### src/rtl/mexp_pkg.sv
package mexp_pkg;

  localparam int unsigned OPERAND_W     = 32;
  localparam int unsigned RESULT_W      = 32;
  localparam int unsigned MODULUS_W     = 32;
  localparam logic [MODULUS_W-1:0] MODULUS_RESET = 32'd1000000007;
  localparam int unsigned FERMAT_OFFSET = 2;

  typedef enum logic {
    OP_POWER   = 1'b0,
    OP_INVERSE = 1'b1
  } op_e;

  typedef enum logic [2:0] {
    S_IDLE,
    S_BASE,
    S_STEP,
    S_ACC,
    S_SQR,
    S_OUT
  } state_e;

  // Request from the sequencer to the shared multiply-reduce unit.
  typedef struct packed {
    logic start;
    logic raw;
    logic use_acc;
  } mexp_req_t;

  // Status back from the multiply-reduce unit.
  typedef struct packed {
    logic busy;
    logic done;
  } mexp_sts_t;

endpackage

### src/rtl/mexp_intf.sv
interface mexp_req_if import mexp_pkg::*; ();
  logic                 valid;
  logic                 ready;
  logic                 op;
  logic [OPERAND_W-1:0] base;
  logic [OPERAND_W-1:0] exponent;

  modport source (output valid, output op, output base, output exponent, input ready);
  modport sink (input valid, input op, input base, input exponent, output ready);
endinterface

interface mexp_rsp_if import mexp_pkg::*; ();
  logic                valid;
  logic                ready;
  logic [RESULT_W-1:0] result;

  modport source (output valid, output result, input ready);
  modport sink (input valid, input result, output ready);
endinterface

interface mexp_cfg_if import mexp_pkg::*; ();
  logic                 valid;
  logic                 ready;
  logic [MODULUS_W-1:0] data;

  modport source (output valid, output data, input ready);
  modport sink (input valid, input data, output ready);
endinterface

### src/rtl/mexp_modmul.sv
// Shared modular multiplier: one product per request, then a restoring
// reduction that retires two dividend bits per cycle.
module mexp_modmul import mexp_pkg::*; #(
  parameter int unsigned MOD_BITS = 32
) (
  input  logic                 clk_i,
  input  logic                 rst_ni,
  input  mexp_req_t            req_i,
  input  logic [MOD_BITS-1:0]  a_i,
  input  logic [MOD_BITS-1:0]  b_i,
  input  logic [OPERAND_W-1:0] raw_i,
  input  logic [MOD_BITS-1:0]  mod_i,
  output mexp_sts_t            sts_o,
  output logic [MOD_BITS-1:0]  res_o
);

  localparam int unsigned PROD_W    = 2 * MOD_BITS;
  localparam int unsigned RED_W     = (PROD_W > OPERAND_W) ? PROD_W : OPERAND_W;
  localparam int unsigned RED_STEPS = RED_W / 2;
  localparam int unsigned CNT_W     = $clog2(RED_STEPS + 1);

  logic [PROD_W-1:0]   prod;
  logic [RED_W-1:0]    x_q;
  logic [MOD_BITS-1:0] r_q, r_d;
  logic [CNT_W-1:0]    cnt_q;
  logic                busy_q, done_q;
  logic [MOD_BITS:0]   t1, t2;
  logic [MOD_BITS-1:0] r1;

  assign prod = a_i * b_i;

  // Two dependent shift-compare-subtract steps.
  always_comb begin
    t1 = {r_q, x_q[RED_W-1]};
    if (t1 >= {1'b0, mod_i}) begin
      t1 = t1 - {1'b0, mod_i};
    end
    r1 = t1[MOD_BITS-1:0];
    t2 = {r1, x_q[RED_W-2]};
    if (t2 >= {1'b0, mod_i}) begin
      t2 = t2 - {1'b0, mod_i};
    end
    r_d = t2[MOD_BITS-1:0];
  end

  always_ff @(posedge clk_i or negedge rst_ni) begin
    if (!rst_ni) begin
      busy_q <= 1'b0;
      done_q <= 1'b0;
    end else begin
      done_q <= !req_i.start && busy_q && (cnt_q == CNT_W'(1));
      if (req_i.start) begin
        busy_q <= 1'b1;
      end else if (busy_q && cnt_q == CNT_W'(1)) begin
        busy_q <= 1'b0;
      end
    end
  end

  always_ff @(posedge clk_i) begin
    if (req_i.start) begin
      x_q   <= req_i.raw ? RED_W'(raw_i) : RED_W'(prod);
      r_q   <= '0;
      cnt_q <= CNT_W'(RED_STEPS);
    end else if (busy_q) begin
      x_q   <= x_q << 2;
      r_q   <= r_d;
      cnt_q <= cnt_q - CNT_W'(1);
    end
  end

  assign sts_o.busy = busy_q;
  assign sts_o.done = done_q;
  assign res_o      = r_q;

endmodule

### src/rtl/modular_exponentiation_core.sv
// Modular exponentiation core. Each request transfer carries an op, a base and an
// exponent; the core returns base^exponent mod modulus (op power) or
// base^(modulus-2) mod modulus (op inverse, the Fermat inverse when the modulus is
// prime; primality is not checked). The modulus is a configuration register, reset
// to 1000000007, written through the cfg channel; the user must write it only while
// the core is idle, which the core itself does not enforce. Only the low MOD_BITS
// bits of the modulus are used, and a modulus below 2 gives a result of 0. The
// exponent is scanned from its least significant bit over EXP_BITS bits. All work
// runs through one shared multiply-reduce unit, which forms the product, reduces
// it two bits at a time over RED_W bits, where RED_W is the larger of 2*MOD_BITS
// and 32, and then hands back the remainder. The base is reduced first, starting
// with the request transfer. Every exponent bit then takes a squaring and, when the
// bit is set, a multiply into the accumulator issued just before it; the squaring
// after the last bit is skipped, and the S_OUT state then moves the result to the
// output register. The core takes no new request while an item is in work; a
// finished result waits in an output register, and the core returns to idle as
// soon as that register is free.
module modular_exponentiation_core import mexp_pkg::*; #(
  parameter int unsigned EXP_BITS = 32,
  parameter int unsigned MOD_BITS = 32
) (
  input  logic       clk_i,
  input  logic       rst_ni,
  mexp_req_if.sink   req_i,
  mexp_rsp_if.source rsp_o,
  mexp_cfg_if.sink   cfg_i
);

  localparam int unsigned CNT_W = $clog2(EXP_BITS + 1);

  state_e               state_q, state_d;
  mexp_req_t            mm_req;
  mexp_sts_t            mm_sts;
  logic [MOD_BITS-1:0]  mm_res;
  logic [MOD_BITS-1:0]  mm_a;

  logic [MODULUS_W-1:0] mod_q;
  logic [MOD_BITS-1:0]  m;
  logic                 m_small;

  logic [MOD_BITS-1:0]  acc_q;
  logic [MOD_BITS-1:0]  sq_q;
  logic [EXP_BITS-1:0]  e_q;
  logic [CNT_W-1:0]     cnt_q;
  logic [RESULT_W-1:0]  result_q;
  logic                 rsp_valid_q;
  logic                 req_xfer;
  logic                 rsp_load;

  // Configuration register, always ready: write only while idle; nothing enforces it.
  assign cfg_i.ready = 1'b1;

  always_ff @(posedge clk_i or negedge rst_ni) begin
    if (!rst_ni) begin
      mod_q <= MODULUS_RESET;
    end else if (cfg_i.valid) begin
      mod_q <= cfg_i.data;
    end
  end

  assign m       = mod_q[MOD_BITS-1:0];
  assign m_small = (m < MOD_BITS'(2));

  assign req_i.ready = (state_q == S_IDLE);
  assign req_xfer    = req_i.valid && req_i.ready;
  assign rsp_load    = (state_q == S_OUT) && (state_d == S_IDLE);

  // Sequencer: reduce the base, then walk the exponent bits one at a time; a modulus below 2 goes straight to S_OUT.
  always_comb begin
    state_d        = state_q;
    mm_req.start   = 1'b0;
    mm_req.raw     = 1'b0;
    mm_req.use_acc = 1'b0;
    case (state_q)
      S_IDLE: begin
        if (req_i.valid) begin
          if (m_small) begin
            state_d = S_OUT;
          end else begin
            mm_req.start = 1'b1;
            mm_req.raw   = 1'b1;
            state_d      = S_BASE;
          end
        end
      end
      S_BASE: begin
        if (mm_sts.done) begin
          state_d = S_STEP;
        end
      end
      S_STEP: begin
        if (cnt_q == '0) begin
          state_d = S_OUT;
        end else if (e_q[0]) begin
          mm_req.start   = 1'b1;
          mm_req.use_acc = 1'b1;
          state_d        = S_ACC;
        end else if (cnt_q != CNT_W'(1)) begin
          // The square after the last bit would never be used, so it is skipped.
          mm_req.start = 1'b1;
          state_d      = S_SQR;
        end
      end
      S_ACC: begin
        if (mm_sts.done) begin
          state_d = S_STEP;
        end
      end
      S_SQR: begin
        if (mm_sts.done) begin
          state_d = S_STEP;
        end
      end
      S_OUT: begin
        if (!rsp_valid_q || rsp_o.ready) begin
          state_d = S_IDLE;
        end
      end
      default: begin
        state_d = S_IDLE;
      end
    endcase
  end

  always_ff @(posedge clk_i or negedge rst_ni) begin
    if (!rst_ni) begin
      state_q     <= S_IDLE;
      rsp_valid_q <= 1'b0;
    end else begin
      state_q <= state_d;
      if (rsp_load) begin
        rsp_valid_q <= 1'b1;
      end else if (rsp_o.ready) begin
        rsp_valid_q <= 1'b0;
      end
    end
  end

  // Datapath registers of the exponentiation.
  always_ff @(posedge clk_i) begin
    case (state_q)
      S_IDLE: begin
        if (req_xfer) begin
          // With a modulus below 2 the accumulator is forced to 0 and sent directly.
          acc_q <= m_small ? '0 : MOD_BITS'(1);
          cnt_q <= CNT_W'(EXP_BITS);
          if (op_e'(req_i.op) == OP_INVERSE) begin
            e_q <= EXP_BITS'(m - MOD_BITS'(FERMAT_OFFSET));
          end else begin
            e_q <= EXP_BITS'(req_i.exponent);
          end
        end
      end
      S_BASE: begin
        if (mm_sts.done) begin
          sq_q <= mm_res;
        end
      end
      S_STEP: begin
        if (cnt_q != '0 && !e_q[0] && cnt_q == CNT_W'(1)) begin
          cnt_q <= '0;
        end
      end
      S_ACC: begin
        if (mm_sts.done) begin
          acc_q  <= mm_res;
          e_q[0] <= 1'b0;
        end
      end
      S_SQR: begin
        if (mm_sts.done) begin
          sq_q  <= mm_res;
          e_q   <= e_q >> 1;
          cnt_q <= cnt_q - CNT_W'(1);
        end
      end
      S_OUT: begin
        if (rsp_load) begin
          result_q <= RESULT_W'(acc_q);
        end
      end
      default: begin
      end
    endcase
  end

  assign mm_a = mm_req.use_acc ? acc_q : sq_q;

  mexp_modmul #(
    .MOD_BITS(MOD_BITS)
  ) u_modmul (
    .clk_i (clk_i),
    .rst_ni(rst_ni),
    .req_i (mm_req),
    .a_i   (mm_a),
    .b_i   (sq_q),
    .raw_i (req_i.base),
    .mod_i (m),
    .sts_o (mm_sts),
    .res_o (mm_res)
  );

  assign rsp_o.valid  = rsp_valid_q;
  assign rsp_o.result = result_q;

endmodule

### src/flat_wrapper.sv
// flat-port wrapper written by rule: the top's interface ports become plain ports
module modular_exponentiation_core_flat import mexp_pkg::*;
#(
  parameter int unsigned EXP_BITS = 32,
  parameter int unsigned MOD_BITS = 32
)
  (clk_i, rst_ni, req_i_valid, req_i_op, req_i_base, req_i_exponent, req_i_ready, rsp_o_valid, rsp_o_result, rsp_o_ready, cfg_i_valid, cfg_i_data, cfg_i_ready);
  mexp_req_if req_i_i ();
  mexp_rsp_if rsp_o_i ();
  mexp_cfg_if cfg_i_i ();
  input  logic clk_i;
  input  logic rst_ni;
  input wire logic [$bits(req_i_i.valid)-1:0] req_i_valid;
  input wire logic [$bits(req_i_i.op)-1:0] req_i_op;
  input wire logic [$bits(req_i_i.base)-1:0] req_i_base;
  input wire logic [$bits(req_i_i.exponent)-1:0] req_i_exponent;
  output wire logic [$bits(req_i_i.ready)-1:0] req_i_ready;
  output wire logic [$bits(rsp_o_i.valid)-1:0] rsp_o_valid;
  output wire logic [$bits(rsp_o_i.result)-1:0] rsp_o_result;
  input wire logic [$bits(rsp_o_i.ready)-1:0] rsp_o_ready;
  input wire logic [$bits(cfg_i_i.valid)-1:0] cfg_i_valid;
  input wire logic [$bits(cfg_i_i.data)-1:0] cfg_i_data;
  output wire logic [$bits(cfg_i_i.ready)-1:0] cfg_i_ready;
  assign req_i_i.valid = req_i_valid;
  assign req_i_i.op = req_i_op;
  assign req_i_i.base = req_i_base;
  assign req_i_i.exponent = req_i_exponent;
  assign req_i_ready = req_i_i.ready;
  assign rsp_o_valid = rsp_o_i.valid;
  assign rsp_o_result = rsp_o_i.result;
  assign rsp_o_i.ready = rsp_o_ready;
  assign cfg_i_i.valid = cfg_i_valid;
  assign cfg_i_i.data = cfg_i_data;
  assign cfg_i_ready = cfg_i_i.ready;
  modular_exponentiation_core #(.EXP_BITS(EXP_BITS), .MOD_BITS(MOD_BITS)) u_core (.clk_i(clk_i), .rst_ni(rst_ni), .req_i(req_i_i), .rsp_o(rsp_o_i), .cfg_i(cfg_i_i));
endmodule
### config.mk
export PLATFORM = sky130hd
export DESIGN_NAME = modular_exponentiation_core_flat
export DESIGN_NICKNAME = d
export VERILOG_FILES = /design/src/rtl/mexp_pkg.sv /design/src/rtl/mexp_intf.sv /design/src/rtl/mexp_modmul.sv /design/src/rtl/modular_exponentiation_core.sv /design/src/flat_wrapper.sv
export SDC_FILE = /design/constraint.sdc
export NUM_CORES = 2
export LEC_CHECK = 0
export BUFFER_PORTS_ARGS = -buffer_cell sky130_fd_sc_hd__buf_4
export CAP_MARGIN = 0
export CORE_ASPECT_RATIO = 1.1
export CORE_UTILIZATION = 37
export CTS_BUF_LIST = sky130_fd_sc_hd__clkbuf_16
export DETAILED_ROUTE_END_ITERATION = 10
export SYNTH_ARGS = -nofsm -noshare
export SYNTH_HDL_FRONTEND = slang
export SYNTH_SLANG_ARGS = --single-unit
### constraint.sdc
create_clock -name clk_i -period 12.35 [get_ports clk_i]
set_input_delay 1.8525 -clock clk_i [delete_from_list [all_inputs] [get_ports clk_i]]
set_output_delay 1.8525 -clock clk_i [all_outputs]
set_load 0.05 [all_outputs]
Yosys cells after proc, flatten, opt, wreduce, memory -nomap -nowiden
Cells that the tools add are included.
{"block": "totals", "in_bits": 102, "ff_bits": 274, "out_inout_bits": 35, "elab_cells": 107}
{"block": "op_classes", "multipliers": 1, "muxes": 42, "eq_ne": 12, "n_reduce_logical": 30, "n_addsub": 5, "n_lt_le_gt_ge": 3}
{"cell": "$mux 32", "n": 8}
{"cell": "$mux 64", "n": 3}
{"cell": "$ge 33x32->1", "n": 2}
{"cell": "$mul 32x32->64", "n": 1}
{"cell": "$pmux 32 s2", "n": 1}
{"cell": "$sub 32x32->32", "n": 2}
{"cell": "$pmux 31 s2", "n": 1}
{"cell": "$lt 32x2->1 const B", "n": 1}
{"cell": "$sub 32x2->32 const B", "n": 1}
{"cell": "$mux 3", "n": 7}
{"cell": "$mux 6", "n": 3}
{"cell": "$pmux 6 s3", "n": 1}
{"cell": "$mux 1", "n": 13}
{"cell": "$eq 6x1->1 const B", "n": 2}
{"cell": "$pmux 3 s4", "n": 1}
{"cell": "$sub 6x1->6 const B", "n": 2}
{"cell": "$reduce_bool 2->1", "n": 5}
{"cell": "$reduce_and 4->1", "n": 2}
{"cell": "$logic_and 1x1->1", "n": 7}
{"cell": "$eq 3x2->1 const B", "n": 2}
{"cell": "$eq 3x3->1 const B", "n": 2}
{"cell": "$logic_not 3->1", "n": 2}
{"cell": "$logic_not 6->1", "n": 1}
{"cell": "$ne 2x2->1 const B", "n": 3}
{"cell": "14 further kinds", "n": 20}

Logic depth before layout (Yosys ltp)
{"block": "depth", "depth_word": 8, "depth_mapped": 37, "mapped_depth_nobuf": 33}

By module
A second synthesis with hierarchy kept.
{"block": "hier_totals", "hier_cells": 5186, "area_unflattened_um2": 48970.7}
{"mod": "mexp_modmul", "seq_area_each_um2": 2732.6, "cells_each": 4633, "instances": 1, "area_each_um2": 41417.2}
{"mod": "modular_exponentiation_core", "seq_area_each_um2": 4944.7, "cells_each": 553, "instances": 1, "area_each_um2": 7553.5}

Worst setup path after synthesis
OpenSTA, ideal clock, no wires.
{"block": "synth_path", "path_type": "register to register", "startpoint": "reg u_core.cnt_q[2]", "endpoint": "reg u_core.u_modmul.x_q[62], data pin", "path_slack_ns": 3.308, "required_ns": 12.091, "n_path_buf": 3, "synth_period_minus_slack_ns": 9.042, "path_stages_with_launch": 34, "arrival_time_ns": 8.783, "setup_time_ns": 0.259, "path_cell_list": "edfxtp_1 nor4_1 nand2_1 nand3_1 clkbuf_1 nand2_1 nand2_1 clkbuf_1 and2_1 fa_1 fa_1 inv_1 fa_1 fa_1 inv_1 fa_1 fa_1 fa_1 inv_1 fa_1 inv_1 ha_1 buf_2 nand4_1 or3_1 nand4b_1 a31oi_1 nor3_1 o31a_1 o211a_1 o221a_2 o22ai_1 nor4_1 a211o_1"}
{"block": "synth_via", "elab_chain_cells": 7, "elab_cells_between_ends": 12, "classes_between": "mul: 1; eq/ne: 1; mux: 9; reduce/logical: 1"}
{"item": "start: declaration", "line_no": "modular_exponentiation_core.sv:44", "source": "logic [CNT_W-1:0] cnt_q;"}
{"item": "start signal: assignment", "line_no": "modular_exponentiation_core.sv:146", "source": "cnt_q <= CNT_W'(EXP_BITS);"}
{"item": "start signal: assignment", "line_no": "modular_exponentiation_core.sv:174", "source": "cnt_q <= cnt_q - CNT_W'(1);"}
{"item": "$logic_not 6->1", "line_no": "modular_exponentiation_core.sv:92", "source": "if (cnt_q == '0) begin"}
{"item": "$mux 1", "line_no": "modular_exponentiation_core.sv:92"}
{"item": "$mux 1", "line_no": "modular_exponentiation_core.sv:74", "source": "case (state_q)"}
{"item": "$mux 32", "line_no": "modular_exponentiation_core.sv:187", "source": "assign mm_a = mm_req.use_acc ? acc_q : sq_q;"}
{"item": "$mul 32x32->64", "line_no": "mexp_modmul.sv:30", "source": "assign prod = a_i * b_i;"}
{"item": "$mux 64", "line_no": "mexp_modmul.sv:62", "source": "x_q <= req_i.raw ? RED_W'(raw_i) : RED_W'(prod);"}
{"item": "$mux 64 *", "line_no": "mexp_modmul.sv:61", "source": "if (req_i.start) begin"}
{"item": "end signal: assignment", "line_no": "mexp_modmul.sv:62"}
{"item": "end signal: assignment", "line_no": "mexp_modmul.sv:66", "source": "x_q <= x_q << 2;"}
{"item": "end: declaration", "line_no": "mexp_modmul.sv:23", "source": "logic [RED_W-1:0] x_q;"}
Every way passes the cells marked *; elsewhere a longest branch is shown, timed or not.
A chain may end at the register's enable or synchronous reset.

Worst setup path in the final report
{"block": "layout_path", "startpoint": "reg u_core.state_q[2]", "endpoint": "reg u_core.u_modmul.x_q[62], data pin"}
{"block": "layout_via", "elab_chain_cells": 6, "elab_cells_between_ends": 9, "classes_between": "mul: 1; eq/ne: 1; mux: 6; reduce/logical: 1"}
{"item": "start: declaration", "line_no": "modular_exponentiation_core.sv:31", "source": "state_e state_q, state_d;"}
{"item": "start signal: assignment", "line_no": "modular_exponentiation_core.sv:130", "source": "state_q <= state_d;"}
{"item": "$eq 3x2->1", "line_no": "modular_exponentiation_core.sv:74"}
{"item": "$mux 1", "line_no": "modular_exponentiation_core.sv:74"}
{"item": "$mux 32", "line_no": "modular_exponentiation_core.sv:187"}
{"item": "$mul 32x32->64", "line_no": "mexp_modmul.sv:30"}
{"item": "$mux 64", "line_no": "mexp_modmul.sv:62"}
{"item": "$mux 64 *", "line_no": "mexp_modmul.sv:61"}
Marks and branches as above.

==> summary by stage <==
Run status
The run finished with clean final reports.

CTS
The clock reaches the later pin of the worst-skew pair after 0.63 ns. The buffer count from post-CTS setup fixing is 0. TritonCTS built the clock tree. The number of sinks driven by the clock tree is 274.

The number of H-tree levels is 1. Buffers inserted during clock tree synthesis total 26. The number of hold buffers added after cts is 0. The clock root buffer is sky130_fd_sc_hd__clkbuf_16.

The longest clock path from root to sink contains 3 buffers. The count of cells resized by post-cts repair is 0. Clock-pin slew was measured on the worst setup and hold paths at 0.09 ns.

Global routing
The number of antenna violations at the first check in global routing is 3. The all-layer global routing usage is 0.214. The first global-routing pass estimated 225000 um of wire. After global routing the overflow that remains totals 0. Entering global routing, the biggest net connects 65 pins. The number of global-route vias before repair is 39.0k.

Detailed routing
Wires add up to 139000 um. Before antenna repair, the detailed router went through 5 iterations. For this block, the initial DRC count from the detailed router was 2328. The number of vias per cell is 5.13. The mean routed wirelength per cell is 19.7 um. The post-route DRC violation count is 0. In this run the remaining antenna-violating nets after routing total 0. The number of vias after detailed routing is 36.3k.

Setup path
The worst setup path endpoint is u_core.u_modmul.x_q[62]. At the worst endpoint, the required time is 12.68 ns. The depth of the most critical reg-to-reg path is 31. The start point of the critical path is u_core.state_q[2]. The worst reg-to-reg setup slack is 1.43 ns. STA classifies the critical path startpoint as a register. In this run the critical register-to-register path is launched from u_core.state_q[2]. In this run the critical register-to-register path is captured at u_core.u_modmul.x_q[62]. Counting stages on the worst path, the most repeated cell is sky130_fd_sc_hd__fa_1. The endpoint arrival time on the critical path is 11.25 ns.

The peak per-stage delay on the critical path is 0.65 ns. Of all nets on the critical path, the largest fanout is 18. The slowest stage of the critical path belongs to the cell sky130_fd_sc_hd__and3_1.

The path type of the worst setup path is reg -> reg. The endpoint kind of the worst setup timing path is a register.

Final layout
In the final layout, the share of cells above drive strength 1 is 0.0636. The final layout net count is 6629. Leaving out filler cells and counting taps, the final layout contains 7082. The synthesis-to-finish area growth is 7.65%.

Yosys
Yosys printed 0 warnings. Yosys mapped the design onto 85 distinct sky130hd cell types. The synthesized design spends more area on one cell type than any other, namely sky130_fd_sc_hd__fa_1. The share of the Yosys chip area taken by registers is 0.157. Counting every instance in the synthesized netlist gives 5348.

Yosys mapped a number of flops with a built-in enable equal to 198. The post-synth net total is 6681. The synthesized area per cell is 9.15 um2. For this run, the leading register cell type out of synthesis is sky130_fd_sc_hd__edfxtp_1. The fraction of registers with async set or reset after synthesis is 0.139. The cell area that synthesis handed to floorplanning was 48900 um2. Ranked by total cell area, the synthesized netlist is headed by sky130_fd_sc_hd__fa_1, sky130_fd_sc_hd__edfxtp_1, sky130_fd_sc_hd__ha_1, sky130_fd_sc_hd__and2_1, sky130_fd_sc_hd__inv_1.

The post-synthesis register bit count is 274. The portion of synthesized cell area occupied by the leading cell type is 0.367.

Floorplanning
The row count is 139. The I/O pin count is 137. The die footprint is 134000 um2. The die is 383 um tall.

In this run the standard cell core region covers 131000 um2. For this configuration, the core starts out at a cell density of 0.374. The die width is 349 um.

STA
The routed design could run at a clock period as short as 10.92 ns. The timing-limited maximum frequency is 91.6 MHz. The number of hold violations in the final report was 0. Setup slack on the critical path of the routed design comes to 1.43 ns. The clock skew after layout is 0.0527 ns. At the pin with the least slew margin, the transition time is 1.30 ns. Measured against its own limit, the worst slew margin works out to 0.132. Adding up every negative setup slack in the final design gives 0 ns. The total of endpoints with negative setup slack in the final report is 0. Setup repair after global routing left no endpoint under its margin. Dividing the final minimum period by the clock period gives 0.884. The total count of max-transition violations in the final report came to 0.

Flow run
Max-cap violations in this run came to 0.

Place
The number of instances in the placed design is 7030. Detailed placement finished with a half-perimeter wire length of 111000 um. The final estimated routing congestion in global placement is 0.905. Timing analysis after detailed placement gives a worst setup slack of 1.57 ns. The count of buffers from port buffering is 135.

Worst hold path
The worst min-delay path category is reg -> reg.
==> stage by stage <==
| stage | instance area [um2] | utilization | hold slack, ns |
|---|---|---|---|
| after floorplan | 48900 | - | 0.444 |
| after global placement | 51700 | 0.395 | 0.471 |
| after detailed placement | 51700 | 0.395 | 0.475 |
| after CTS | 52700 | 0.402 | 0.500 |
| after global routing | 52700 | 0.402 | 0.524 |
| final | 52700 | 0.402 | 0.501 |
==> how the worst min path moves through the flow <==
stage,start,endpoint,slack (ns),depth (start not counted)
after floorplan,u_core.acc_q[10],u_core.rsp_o.result[10],0.44,0
after global placement,u_core.u_modmul.cnt_q[5],u_core.u_modmul.cnt_q[5],0.47,2
after detailed placement,u_core.u_modmul.cnt_q[5],u_core.u_modmul.cnt_q[5],0.47,2
after CTS,u_core.u_modmul.cnt_q[1],u_core.u_modmul.cnt_q[1],0.50,2
after global routing,u_core.acc_q[1],u_core.rsp_o.result[1],0.52,0
final,u_core.u_modmul.cnt_q[5],u_core.u_modmul.cnt_q[5],0.50,2
==> worst max-delay path, delay by kind of cell, from the launching register on <==
family                   cells  cell delay [ns]
adder cells (fa/ha/maj)      9             4.51
flip-flops                   1             0.52
AND/OR/NAND/NOR             11             3.07
buffers and inverters        5             0.89
AO/OA/AOI/OAI                6             1.63
==> synthesized netlist by cell type (57+ instances only) <==
cell type                  instances
sky130_fd_sc_hd__a21o_1           57
sky130_fd_sc_hd__xnor2_1         101
sky130_fd_sc_hd__o21ai_0         255
sky130_fd_sc_hd__ha_1            333
sky130_fd_sc_hd__nor2_1          134
sky130_fd_sc_hd__edfxtp_1        198
sky130_fd_sc_hd__fa_1            898
sky130_fd_sc_hd__a21oi_1         183
sky130_fd_sc_hd__inv_1           921
sky130_fd_sc_hd__clkbuf_1        269
sky130_fd_sc_hd__and2_1          612
sky130_fd_sc_hd__nand2_1         769
==> flip-flops by register name (all words and copies together) (netlist names) <==
name,count
u_core.u_modmul.x_q,64
u_core.acc_q,32
u_core.e_q,32
u_core.m,32
u_core.rsp_o.result,32
u_core.sq_q,32
u_core.u_modmul.res_o,32
u_core.cnt_q,6
u_core.u_modmul.cnt_q,6
u_core.state_q,3
u_core.rsp_o.valid,1
u_core.u_modmul.busy_q,1
u_core.u_modmul.done_q,1
==> cell type report <==
class | instances | area [um2]
fillers | 13000 | 78300
multi-input cells | 3856 | 36700
flip-flops and latches | 274 | 7680
inverters | 921 | 3460
well taps | 1762 | 2200
repair buffers | 217 | 1630
clock buffers | 29 | 726
clock inverters | 19 | 273
diodes | 4 | 10.0
==> cells in the final DEF, fill, tap and decap left out, types with 14 or more instances in the layout <==
cell type,netlist,routed
sky130_fd_sc_hd__dfxtp_1,38,38
sky130_fd_sc_hd__fa_1,898,898
sky130_fd_sc_hd__and3_1,22,22
sky130_fd_sc_hd__nand3_1,45,44
sky130_fd_sc_hd__xor2_1,44,44
sky130_fd_sc_hd__nor4_1,14,14
sky130_fd_sc_hd__mux2i_1,20,20
sky130_fd_sc_hd__nor2b_1,21,21
sky130_fd_sc_hd__dfstp_2,16,16
sky130_fd_sc_hd__mux2_2,23,23
sky130_fd_sc_hd__ha_1,333,333
sky130_fd_sc_hd__a211oi_1,14,14
sky130_fd_sc_hd__nand2_1,769,767
sky130_fd_sc_hd__nand4_1,26,26
sky130_fd_sc_hd__xnor2_1,101,101
sky130_fd_sc_hd__clkbuf_16,0,29
sky130_fd_sc_hd__o21bai_1,22,22
sky130_fd_sc_hd__o21a_1,34,34
sky130_fd_sc_hd__a21o_1,57,57
sky130_fd_sc_hd__buf_4,3,217
sky130_fd_sc_hd__edfxtp_1,198,198
sky130_fd_sc_hd__dfrtp_1,22,22
sky130_fd_sc_hd__inv_1,921,923
sky130_fd_sc_hd__nor2_1,134,131
sky130_fd_sc_hd__a31oi_1,28,28
sky130_fd_sc_hd__nand2b_1,15,15
sky130_fd_sc_hd__and2_1,612,611
sky130_fd_sc_hd__o21ai_0,255,255
sky130_fd_sc_hd__a21oi_1,183,182
sky130_fd_sc_hd__nor3_1,52,51
==> kinds of logic after synthesis <==
logic type / Yosys count / share of synthesized area
fa+ha+maj: 1231 / 0.452
compound gates: 684 / 0.0845
simple gates: 1752 / 0.177
flops: 274 / 0.157
buf+inv: 1218 / 0.0942
other cells: 1 / 0.0000766
xor+xnor: 145 / 0.0259
mux: 43 / 0.00938
==> layer usage <==
| metal | track usage | routed length, um | share of wire |
|---|---|---|---|
| met3 | 0.0199 | 6600 | 0.047 |
| met1 | 0.289 | 60300 | 0.43 |
| met2 | 0.364 | 67600 | 0.48 |
| met5 | 0 | 19 | 0.00014 |
| met4 | 0.0659 | 4890 | 0.035 |
Power is not shown: default switching activity piles up to over one toggle a cycle in this logic, so the estimate is an artifact.
